`config.mk`:
```
export PLATFORM = sky130hd
export DESIGN_NAME = vector_and_handler_slot_allocator_unit
export DESIGN_NICKNAME = d
export VERILOG_FILES = /design/src/rtl/core/vsa_pkg.sv /design/src/rtl/core/vsa_ram.sv /design/src/rtl/core/vector_and_handler_slot_allocator_unit.sv
export SDC_FILE = /design/constraint.sdc
export NUM_CORES = 1
export LEC_CHECK = 0
export BUFFER_PORTS_ARGS = -buffer_cell sky130_fd_sc_hd__buf_2
export CELL_PAD_IN_SITES_DETAIL_PLACEMENT = 1
export CELL_PAD_IN_SITES_GLOBAL_PLACEMENT = 2
export CORE_ASPECT_RATIO = 1.2
export CORE_MARGIN = 2
export CORE_UTILIZATION = 43
export CTS_CLUSTER_DIAMETER = 40
export CTS_CLUSTER_SIZE = 28
export DETAILED_ROUTE_END_ITERATION = 8
export PLACE_DENSITY_LB_ADDON = 0.1
export SETUP_SLACK_MARGIN = 0.1
export SYNTH_ARGS = -nofsm -noshare
export SYNTH_HDL_FRONTEND = slang
export SYNTH_HIERARCHICAL = 1
export SYNTH_SLANG_ARGS = --single-unit
```
`constraint.sdc`:
```
create_clock -name clk_i -period 6.07 [get_ports clk_i]
set_clock_uncertainty 0.1 [all_clocks]
set_input_delay 1.214 -clock clk_i [delete_from_list [all_inputs] [get_ports clk_i]]
set_output_delay 1.214 -clock clk_i [all_outputs]
set_load 0.02 [all_outputs]
```
`src/rtl/core/vsa_pkg.sv`:
```
package vsa_pkg;

  // item field widths
  localparam int unsigned VectorW = 8;
  localparam int unsigned SlotW   = 4;
  localparam int unsigned StatusW = 3;
  localparam int unsigned RefW    = 64;

  typedef enum logic {
    OP_ALLOC  = 1'b0,
    OP_ATTACH = 1'b1
  } op_e;

  typedef enum logic [StatusW-1:0] {
    ST_OK        = 3'd0,
    ST_NO_VECTOR = 3'd1,
    ST_NO_SLOT   = 3'd2,
    ST_NOT_TAKEN = 3'd3,
    ST_RANGE     = 3'd4
  } status_e;

  typedef enum logic {
    S_IDLE = 1'b0,
    S_EXEC = 1'b1
  } fsm_e;

endpackage

```
`src/rtl/core/vsa_ram.sv`:
```
module vsa_ram #(
  parameter int unsigned WIDTH = 8,
  parameter int unsigned DEPTH = 64,
  localparam int unsigned AddrW = (DEPTH > 1) ? $clog2(DEPTH) : 1
) (
  input  logic             clk_i,
  input  logic             wr_en_i,
  input  logic [AddrW-1:0] wr_addr_i,
  input  logic [WIDTH-1:0] wr_data_i,
  input  logic             rd_en_i,
  input  logic [AddrW-1:0] rd_addr_i,
  output logic [WIDTH-1:0] rd_data_o
);

  logic [WIDTH-1:0] mem_q [DEPTH];
  logic [WIDTH-1:0] rd_data_q;

  // single write port, registered read port
  always_ff @(posedge clk_i) begin
    if (wr_en_i) begin
      mem_q[wr_addr_i] <= wr_data_i;
    end
    if (rd_en_i) begin
      rd_data_q <= mem_q[rd_addr_i];
    end
  end

  assign rd_data_o = rd_data_q;

endmodule

```
`src/rtl/core/vector_and_handler_slot_allocator_unit.sv`:
```
// a result is registered as its item leaves the execute state; the item waits there while an earlier result is stalled
// the block takes no new item until the last one leaves the execute state; for an attach the slot
//   memory row is read at accept and written back when the item completes
// a waiting result does not block the next input transaction
// reset (asynchronous, active low) clears the taken marks at once; no clearing
//   pass is needed, handler and argument entries are undefined until written
module vector_and_handler_slot_allocator_unit #(
  parameter int unsigned NUM_VECTORS      = 64,
  parameter int unsigned SLOTS_PER_VECTOR = 4
) (
  input  logic        clk_i,
  input  logic        rst_ni,
  input  logic        in_valid_i,
  output logic        in_stall_o,
  input  logic        opcode_i,
  input  logic [7:0]  hint_vector_i,
  input  logic [7:0]  target_vector_i,
  input  logic [63:0] handler_ref_i,
  input  logic [63:0] handler_arg_i,
  output logic        out_valid_o,
  input  logic        out_stall_i,
  output logic [2:0]  status_o,
  output logic [7:0]  granted_vector_o,
  output logic [3:0]  granted_slot_o
);

  localparam int unsigned VecW    = (NUM_VECTORS > 1) ? $clog2(NUM_VECTORS) : 1;
  localparam int unsigned SIdxW   = (SLOTS_PER_VECTOR > 1) ? $clog2(SLOTS_PER_VECTOR) : 1;
  localparam int unsigned TotSlot = NUM_VECTORS * SLOTS_PER_VECTOR;
  localparam int unsigned HAddrW  = (TotSlot > 1) ? $clog2(TotSlot) : 1;
  localparam int unsigned RefW    = vsa_pkg::RefW;

  vsa_pkg::fsm_e state_q, state_d;

  // latched transaction
  vsa_pkg::op_e                 op_q;
  logic [vsa_pkg::VectorW-1:0] hint_q;
  logic [vsa_pkg::VectorW-1:0] target_q;
  logic [RefW-1:0]              ref_q;
  logic [RefW-1:0]              arg_q;

  logic [NUM_VECTORS-1:0] taken_q, taken_d;

  logic                         out_valid_q, out_valid_d;
  vsa_pkg::status_e             status_q, status_d;
  logic [vsa_pkg::VectorW-1:0] gvec_q, gvec_d;
  logic [vsa_pkg::SlotW-1:0]   gslot_q, gslot_d;

  logic in_accept;
  logic done;

  // slot memory ports
  logic                        row_rd_en;
  logic [VecW-1:0]             row_rd_addr;
  logic [SLOTS_PER_VECTOR-1:0] row_rd_data;
  logic                        row_wr_en;
  logic [VecW-1:0]             row_wr_addr;
  logic [SLOTS_PER_VECTOR-1:0] row_wr_data;

  // handler memory ports
  logic              hdl_wr_en;
  logic [HAddrW-1:0] hdl_wr_addr;

  // search results
  logic [NUM_VECTORS-1:0] free_mask, upper_mask;
  logic [VecW-1:0]        start_idx, found_idx;
  logic                   any_free, any_upper;
  logic [VecW-1:0]        upper_idx, low_idx;
  logic [SIdxW-1:0]       slot_idx;
  logic                   any_slot;
  logic                   hint_in_range, target_in_range;
  logic [VecW-1:0]        target_idx;

  assign in_stall_o  = (state_q != vsa_pkg::S_IDLE);
  assign in_accept   = in_valid_i && !in_stall_o;
  assign done        = (state_q == vsa_pkg::S_EXEC) && (!out_valid_q || !out_stall_i);

  assign row_rd_en   = in_accept && (opcode_i == vsa_pkg::OP_ATTACH);
  assign row_rd_addr = target_vector_i[VecW-1:0];

  assign hint_in_range   = {1'b0, hint_q} < 9'(NUM_VECTORS);
  assign target_in_range = {1'b0, target_q} < 9'(NUM_VECTORS);
  assign start_idx       = hint_in_range ? hint_q[VecW-1:0] : '0;
  assign target_idx      = target_q[VecW-1:0];

  // first free vector at or above the start, and first free overall
  always_comb begin
    free_mask  = ~taken_q;
    upper_mask = '0;
    any_free   = 1'b0;
    any_upper  = 1'b0;
    upper_idx  = '0;
    low_idx    = '0;
    for (int i = NUM_VECTORS - 1; i >= 0; i--) begin
      upper_mask[i] = free_mask[i] && (VecW'(i) >= start_idx);
      if (upper_mask[i]) begin
        upper_idx = VecW'(i);
        any_upper = 1'b1;
      end
      if (free_mask[i]) begin
        low_idx  = VecW'(i);
        any_free = 1'b1;
      end
    end
    found_idx = any_upper ? upper_idx : low_idx;
  end

  // lowest empty slot of the row just read
  always_comb begin
    slot_idx = '0;
    any_slot = 1'b0;
    for (int s = SLOTS_PER_VECTOR - 1; s >= 0; s--) begin
      if (!row_rd_data[s]) begin
        slot_idx = SIdxW'(s);
        any_slot = 1'b1;
      end
    end
  end

  // next state, result and write-back
  always_comb begin
    state_d     = state_q;
    taken_d     = taken_q;
    out_valid_d = out_valid_q && out_stall_i;
    status_d    = status_q;
    gvec_d      = gvec_q;
    gslot_d     = gslot_q;
    row_wr_en   = 1'b0;
    row_wr_addr = found_idx;
    row_wr_data = '0;
    hdl_wr_en   = 1'b0;
    hdl_wr_addr = HAddrW'(target_idx) * HAddrW'(SLOTS_PER_VECTOR) + HAddrW'(slot_idx);

    case (state_q)
      vsa_pkg::S_IDLE: begin
        if (in_accept) begin
          state_d = vsa_pkg::S_EXEC;
        end
      end
      vsa_pkg::S_EXEC: begin
        if (done) begin
          state_d     = vsa_pkg::S_IDLE;
          out_valid_d = 1'b1;
          gvec_d      = '0;
          gslot_d     = '0;
          if (op_q == vsa_pkg::OP_ALLOC) begin
            if (any_free) begin
              status_d           = vsa_pkg::ST_OK;
              gvec_d             = vsa_pkg::VectorW'(found_idx);
              taken_d[found_idx] = 1'b1;
              row_wr_en          = 1'b1;
            end else begin
              status_d = vsa_pkg::ST_NO_VECTOR;
            end
          end else if (!target_in_range) begin
            status_d = vsa_pkg::ST_RANGE;
          end else if (!taken_q[target_idx]) begin
            status_d = vsa_pkg::ST_NOT_TAKEN;
          end else if (!any_slot) begin
            status_d = vsa_pkg::ST_NO_SLOT;
          end else begin
            status_d              = vsa_pkg::ST_OK;
            gslot_d               = vsa_pkg::SlotW'(slot_idx);
            row_wr_en             = 1'b1;
            row_wr_addr           = target_idx;
            row_wr_data           = row_rd_data;
            row_wr_data[slot_idx] = (ref_q != '0);
            hdl_wr_en             = 1'b1;
          end
        end
      end
      default: begin
        state_d = vsa_pkg::S_IDLE;
      end
    endcase
  end

  // control registers
  always_ff @(posedge clk_i or negedge rst_ni) begin
    if (!rst_ni) begin
      state_q     <= vsa_pkg::S_IDLE;
      taken_q     <= '0;
      out_valid_q <= 1'b0;
    end else begin
      state_q     <= state_d;
      taken_q     <= taken_d;
      out_valid_q <= out_valid_d;
    end
  end

  // payload registers
  always_ff @(posedge clk_i) begin
    if (in_accept) begin
      op_q     <= vsa_pkg::op_e'(opcode_i);
      hint_q   <= hint_vector_i;
      target_q <= target_vector_i;
      ref_q    <= handler_ref_i;
      arg_q    <= handler_arg_i;
    end
    status_q <= status_d;
    gvec_q   <= gvec_d;
    gslot_q  <= gslot_d;
  end

  // slot used marks, one row per vector
  vsa_ram #(
    .WIDTH (SLOTS_PER_VECTOR),
    .DEPTH (NUM_VECTORS)
  ) u_slot_ram (
    .clk_i     (clk_i),
    .wr_en_i   (row_wr_en),
    .wr_addr_i (row_wr_addr),
    .wr_data_i (row_wr_data),
    .rd_en_i   (row_rd_en),
    .rd_addr_i (row_rd_addr),
    .rd_data_o (row_rd_data)
  );

  // handler reference and argument per slot
  vsa_ram #(
    .WIDTH (2 * RefW),
    .DEPTH (TotSlot)
  ) u_handler_ram (
    .clk_i     (clk_i),
    .wr_en_i   (hdl_wr_en),
    .wr_addr_i (hdl_wr_addr),
    .wr_data_i ({ref_q, arg_q}),
    .rd_en_i   (1'b0),
    .rd_addr_i (hdl_wr_addr),
    .rd_data_o ()
  );

  assign out_valid_o      = out_valid_q;
  assign status_o         = status_q;
  assign granted_vector_o = gvec_q;
  assign granted_slot_o   = gslot_q;

endmodule

```
Word-level counts from Yosys, hierarchy flattened
Memories as Yosys holds them, arrays and structs flattened. A register that Yosys moved wholly into a read port is not among the register bits.
Cells that the tools add are included.
- register bits after elaboration: 162
- memory bits (writable): 256
- output and inout bits: 17
- logic and storage cells: 473
- memories: 1
- memory list (memory ; words ; bits a word ; rd ports ; clocked after memory_dff ; wr ports ; line ; RTL):
    u_slot_ram.mem_q ; 64 ; 4 ; 1 ; 1 ; 1 ; vsa_ram.sv:15 ; logic [WIDTH-1:0] mem_q [DEPTH];
- order comparisons: 71
- muxes and demuxes: 304
- bitwise operators: 5
- reduce and logical (&&, ||, !) cells: 80
- operators with widths (cell ; count):
    two-way mux 6 bit ; 136
    >= comparator 6 bit, first input constant ; 32
    two-way mux 1 bit ; 149
    >= comparator 5 x 6 -> 1 bit, first input constant ; 16
    logical AND 1 bit ; 70
    inverter 64 bit ; 1
    bitwise OR 64 bit ; 1
    nonzero test 64 bit ; 1
    >= comparator 4 x 6 -> 1 bit, first input constant ; 8
    >= comparator 3 x 6 -> 1 bit, first input constant ; 4
    two-way mux 4 bit ; 6
    < comparator 8 x 7 -> 1 bit, second input constant ; 2
    < comparator 6 x 7 -> 1 bit, second input constant ; 2
    >= comparator 1 x 6 -> 1 bit, first input constant ; 2
    >= comparator 2 x 6 -> 1 bit, first input constant ; 2
    two-way mux 2 bit ; 6
    AND reduction 4 bit ; 2
    binary-select mux 1 bit (select 6 bit) ; 1
    demux 1 bit (select 6 bit) ; 1
    >= comparator 6 x 1 -> 1 bit, second input constant ; 1
    two-way mux 3 bit ; 2
    bitwise mux 4 bit ; 1
    logical NOT 1 bit ; 3
    < comparator 2 x 3 -> 1 bit, second input constant ; 1
    other kinds (8) ; 10

Logic depth before layout (Yosys ltp)
- depth after elaboration: 75
- depth in mapped cells: 17

Hierarchy
The synthesis kept the hierarchy.
- by module, submodules not included (module ; instances ; cells each ; area each (um^2)):
    vsa_ram ; 1 ; 521 ; 10447.5
    vector_and_handler_slot_allocator_unit ; 1 ; 886 ; 9536.6

Worst setup path after synthesis
No wires, ideal clock.
- kind: input port to flip-flop
- start point: input port in_valid_i
- end point: register u_slot_ram.rd_data_q[0] (netlist: u_slot_ram/rd_data_o[0]) (read register of u_slot_ram.mem_q), enable pin
- arrival: 5311 ps
- required time: 5653 ps
- path slack: 342 ps
- cell stages on the path: 2
- cells stage by stage: nor2b_1 -> and2_1
- word-level cells in the longest chain between the ends: 2
- ends and longest elaborated chain (item ; line ; RTL):
    start, declared ; vector_and_handler_slot_allocator_unit.sv:13 ; input logic in_valid_i,
    logical AND 1 bit ; vector_and_handler_slot_allocator_unit.sv:75 ; assign in_accept = in_valid_i && !in_stall_o;
    logical AND 1 bit ; vector_and_handler_slot_allocator_unit.sv:78 ; assign row_rd_en = in_accept && (opcode_i == vsa_pkg::OP_ATTACH);
    via row_rd_en ; vector_and_handler_slot_allocator_unit.sv:53 ; logic row_rd_en;
    end, declared ; vsa_ram.sv:16 ; logic [WIDTH-1:0] rd_data_q;
The timed path passes the listed nets, and every way through them passes these cells.
A chain may end at the register's enable or synchronous reset.

Worst setup path after layout
- start point: register hint_q[3] (netlist name)
- end point: memory u_slot_ram/mem_q[55][3] (netlist name), enable pin
- word-level cells in the longest chain between the ends: 75
- ends and longest elaborated chain (item ; line ; RTL):
    start, declared ; vector_and_handler_slot_allocator_unit.sv:37 ; logic [vsa_pkg::VectorW-1:0] hint_q;
    start signal, assigned ; vector_and_handler_slot_allocator_unit.sv:195 ; hint_q <= hint_vector_i;
    < comparator 8 x 7 -> 1 bit ; vector_and_handler_slot_allocator_unit.sv:81 ; assign hint_in_range = {1'b0, hint_q} < 9'(NUM_VECTORS);
    two-way mux 6 bit * ; vector_and_handler_slot_allocator_unit.sv:83 ; assign start_idx = hint_in_range ? hint_q[VecW-1:0] : '0;
    >= comparator 6 bit ; vector_and_handler_slot_allocator_unit.sv:95 ; upper_mask[i] = free_mask[i] && (VecW'(i) >= start_idx);
    logical AND 1 bit ; vector_and_handler_slot_allocator_unit.sv:95 ;
    two-way mux 6 bit or two-way mux 1 bit (tied branches) (64 in series) ; vector_and_handler_slot_allocator_unit.sv:96 ; if (upper_mask[i]) begin
    two-way mux 6 bit * ; vector_and_handler_slot_allocator_unit.sv:105 ; found_idx = any_upper ? upper_idx : low_idx;
    two-way mux 6 bit ; vector_and_handler_slot_allocator_unit.sv:159 ; end else if (!any_slot) begin
    two-way mux 6 bit ; vector_and_handler_slot_allocator_unit.sv:157 ; end else if (!taken_q[target_idx]) begin
    two-way mux 6 bit ; vector_and_handler_slot_allocator_unit.sv:155 ; end else if (!target_in_range) begin
    two-way mux 6 bit ; vector_and_handler_slot_allocator_unit.sv:146 ; if (op_q == vsa_pkg::OP_ALLOC) begin
    two-way mux 6 bit ; vector_and_handler_slot_allocator_unit.sv:141 ; if (done) begin
    two-way mux 6 bit * ; vector_and_handler_slot_allocator_unit.sv:134 ; case (state_q)
    via row_wr_addr[0] ; vector_and_handler_slot_allocator_unit.sv:57 ; logic [VecW-1:0] row_wr_addr;
    end, declared ; vsa_ram.sv:15 ;
Mark *: on every way through the listed nets, which the timed path passes. The rest lies on a longest branch.

==> results <==
- The run finished with clean final reports.
- Counting flops with a built-in enable in the synthesized netlist gives 352.
- The initial utilization of the core area, before any placement, comes to 0.435.
- Of the total power, combinational logic draws 0.153.
- The sequential element share of the synthesized area is 0.612.
- Yosys printed 6 warnings.
- The initial detailed-routing violation count is 890.
- The hold violation count in the final report is 0.
- After floorplanning, the core was sized to cover approximately 46000 um^2.
- The critical path crosses 11 cells after its start point.
- The count of nets left with antenna violations once routing finished came out at 0.
- Clock tree synthesis inserted a total of 54 buffers.
- The data required time at the worst endpoint is 6210 ps.
- The I/O pin count is about 170.
- The worst hold-check slack is 452 ps.
- The number of pins with negative max-slew slack in the final report is 0.
- The leakage component of the power is about 8.1 nW.
- TritonCTS built the clock tree.
- Detailed routing inserted a total of 13.3k vias.
- Of the cells placed in the final design, the portion with a size suffix greater than 1 is 0.260.
- The signal on the critical path passes through or2_0 > o2111ai_1 > nor3b_1 > a2111oi_0 > nand4_1 > nor4b_1 > o31ai_1 > nor2b_4 > a21oi_1 > nand4_1 > nor2_1.
- The switching power of the nets is 2.24 mW.
- The sequential power share is 0.434.
- Global routing finished with a remaining overflow of 0.
- The cell family contributing the most delay on the critical path is simple AND/OR/NAND/NOR gates.
- The later pin in the worst-skew pair is clocked with a latency of 600 ps.
- The H-tree level count is 2.
- Setup repair after global routing left no endpoint under its margin.
- The number of remaining DRC errors is 0.
- The largest buffer count on any clock path is 3.
- Total power for the finished layout comes to 7.72 mW.
- The startpoint identified for the worst register-to-register timing path is hint_q[3]$_DFFE_PP_.
- The fmax is 0.177 GHz.
- The maximum vdd drop is 0.000294 V.
- Of the total power, the clock network draws 0.413.
- The number of port buffers is 97.
- Subtracting the final worst setup slack from the clock period gives 5630 ps.
- The worst min-delay path startpoint is out_valid_o$_DFF_PN0_.
- The hold-critical path depth is 1.
- The number of antenna violations at the first check in global routing is 0.
- The routability congestion estimate from global placement is 0.871.
- The tree is rooted in a clkbuf_16.
- The path class of the lowest-slack min-delay path is flip-flop to flip-flop.
- The aggregate negative setup slack is 0 ps.
- Dividing the synthesized area by the synthesized cell count gives between 10 and 15 um^2.
- Row generation in the floorplan step produced 86 rows.
- Entering global routing, the biggest net connects 67 pins.
- At the end of the flow, the number of nets in the layout was 1672.
- The cell area after technology mapping is 20000 um^2.
- The critical path is of the flip-flop to flip-flop type.
- The most frequent cell on the critical path is nand4_1.
- The HPWL after detailed placement is roughly 41000 um.
- The worst setup path is launched from a flip-flop.
- The first-pass detailed-route iteration total is 5.
- 0 antenna diodes ended up in the layout.
- The global-route total usage across every layer is 0.248.
- The final design utilization is 0.501.
- From bottom edge to top edge, the die measures approximately 240 um.
- The power per unit of standard cell area is 336 nW/um^2.
- The internal power of the cells totals 5.49 mW.
- In the final routed layout, each cell accounts on average for 26.7 um.
- Post-CTS repair changed the size of 0 cells.
- The proportion of register bits with asynchronous set or reset after synthesis is 0.158.
- The clock-pin transition on the worst setup and hold timing paths is 60 ps.
- The width of the die is approximately 200 um.
- Among all flip-flop cells after synthesis, the most frequent one is edfxtp_1.
- The number of global-route vias before repair came to 14.4k.
- The peak fanout along the critical path is 16.
- The critical path endpoint category is a flip-flop.
- The global-route wire length before repair is 89600 um.
- Data arrives at the worst endpoint at 5780 ps.
- The start point of the critical path is hint_q[3]$_DFFE_PP_.
- Counting every sink on the clock net gives around 420.
- The slowest cell on the critical path is edfxtp_1.
- The full die area is 48200 um^2.
- After clock tree synthesis, the setup repair step added 0 buffers.
- The top cell types in the final layout, fill and taps aside, are edfxtp_1, nor2_1, buf_2.
- For this design, the CTS-stage hold fixing added 0 buffers.
- The aggregate routed wire length is 58200 um.
- Counting both buffers and inverters, the worst setup path holds a total of 0.
- The synthesized instance count is 1407.
- For the worst flop-to-flop path, the logic depth is 11.
- The number of different library cells in the post-synthesis netlist is 109.
- The worst max-slew margin expressed relative to the limit is 0.375.
- In the routed layout, each cell is associated on average with a via count of ~6.1.
- The area growth from synthesis to layout is 15.1%.
- Leaving out fill and tap cells, the most frequent cell in the layout is edfxtp_1.
- The largest stage delay on the critical path is 770 ps.
- The worst reg-to-reg setup slack is around 440 ps.
- Across the run, the number of max-cap violations was 0.
- At the pin with the least slew margin, the transition time is just over 900 ps.
- The count of final setup violators is 0.
- The switching share of power is 0.290.
- The share of the clock period used by the worst path after layout is 0.928.
- The count of state elements after synthesis is 418.
## cells in the mapped netlist, drive strengths merged, types with 6 or more instances
library cell / number / area, um^2
dfrtp: 66 / 1650
clkbuf: 33 / 138
mux2i: 6 / 60.1
nor2b: 15 / 93.8
nand4: 28 / 175
buf: 59 / 392
inv: 53 / 199
o311ai: 6 / 60.1
o22ai: 13 / 81.3
nor2: 131 / 492
o21ai: 39 / 203
nand2b: 17 / 106
a21boi: 6 / 45.1
nand2: 61 / 236
o221ai: 11 / 96.3
a31o: 30 / 263
a21o: 20 / 150
a21oi: 59 / 303
a2111oi: 9 / 91.3
a22oi: 12 / 90.1
or3: 7 / 48.8
mux4: 86 / 2010
a31oi: 14 / 87.6
o211ai: 9 / 81.3
nand3: 30 / 150
o41ai: 36 / 413
or2: 11 / 68.8
and2: 12 / 75.1
or4: 6 / 52.6
nor4b: 6 / 71.3
nor4: 29 / 260
a211oi: 13 / 113
nor3: 14 / 70.1
edfxtp: 352 / 10600
## kinds of logic after synthesis
family | share of synthesized area
AOI/OAI and AO/OA | 0.135
DFF | 0.612
adders and majority gates | 0.000501
other | 0.000188
muxes | 0.105
and+or+nand+nor | 0.111
buffers and inverters | 0.0366
## layout make-up
cell class / count / area (um^2)
fill: 4522 / 22900
sequential: 418 / 12200
multi-input combinational: 846 / 7090
clock buffer: 60 / 1400
timing repair buffer: 149 / 891
tap: 616 / 771
clock inverter: 37 / 437
inverter: 54 / 203
## metrics by stage
step / cells / instance area (um^2) / worst slack (ps)
final: 2180 / 23000 / 435
after global placement: 2083 / 21200 / 573
after detailed placement: 2083 / 21200 / 572
after floorplan: 1410 / 20000 / 342
after global routing: 2180 / 23000 / 222
after CTS: 2180 / 23000 / 499
## power by group through the flow
stage	sequential [mW]	combinational (mW)	clock [mW]
after floorplan	3.35	0.789	0
after CTS	3.35	1.18	3.26
after detailed placement	3.41	1.18	0
final	3.36	1.18	3.19
after global routing	3.37	1.27	3.37
after global placement	3.40	1.16	0
## sequential cells by signal, indices dropped and copies added, names as in the netlist
signal	flops
u_slot_ram/mem_q	256
in_stall_o	1
op_q	1
hint_q	8
out_valid_o	1
u_slot_ram/rd_data_o	4
target_q	8
granted_vector_o	6
status_o	3
ref_q	64
taken_q	64
granted_slot_o	2
## metal layers
layer,GRT usage,part of all wire
met5,0,0
met4,0.109,0.044
met3,0.0346,0.038
met2,0.451,0.53
met1,0.295,0.39
## worst paths after layout
kind / to
max reg2reg: u_slot_ram/mem_q[55][3]$_DFFE_PP_
min: in_stall_o$_DFF_PN0_
max: u_slot_ram/mem_q[55][3]$_DFFE_PP_
max in group asynchronous: taken_q[12]$_DFFE_PN0P_
min reg2reg: in_stall_o$_DFF_PN0_
min in group asynchronous: taken_q[63]$_DFFE_PN0P_
Power figures use the tool's default switching activity.
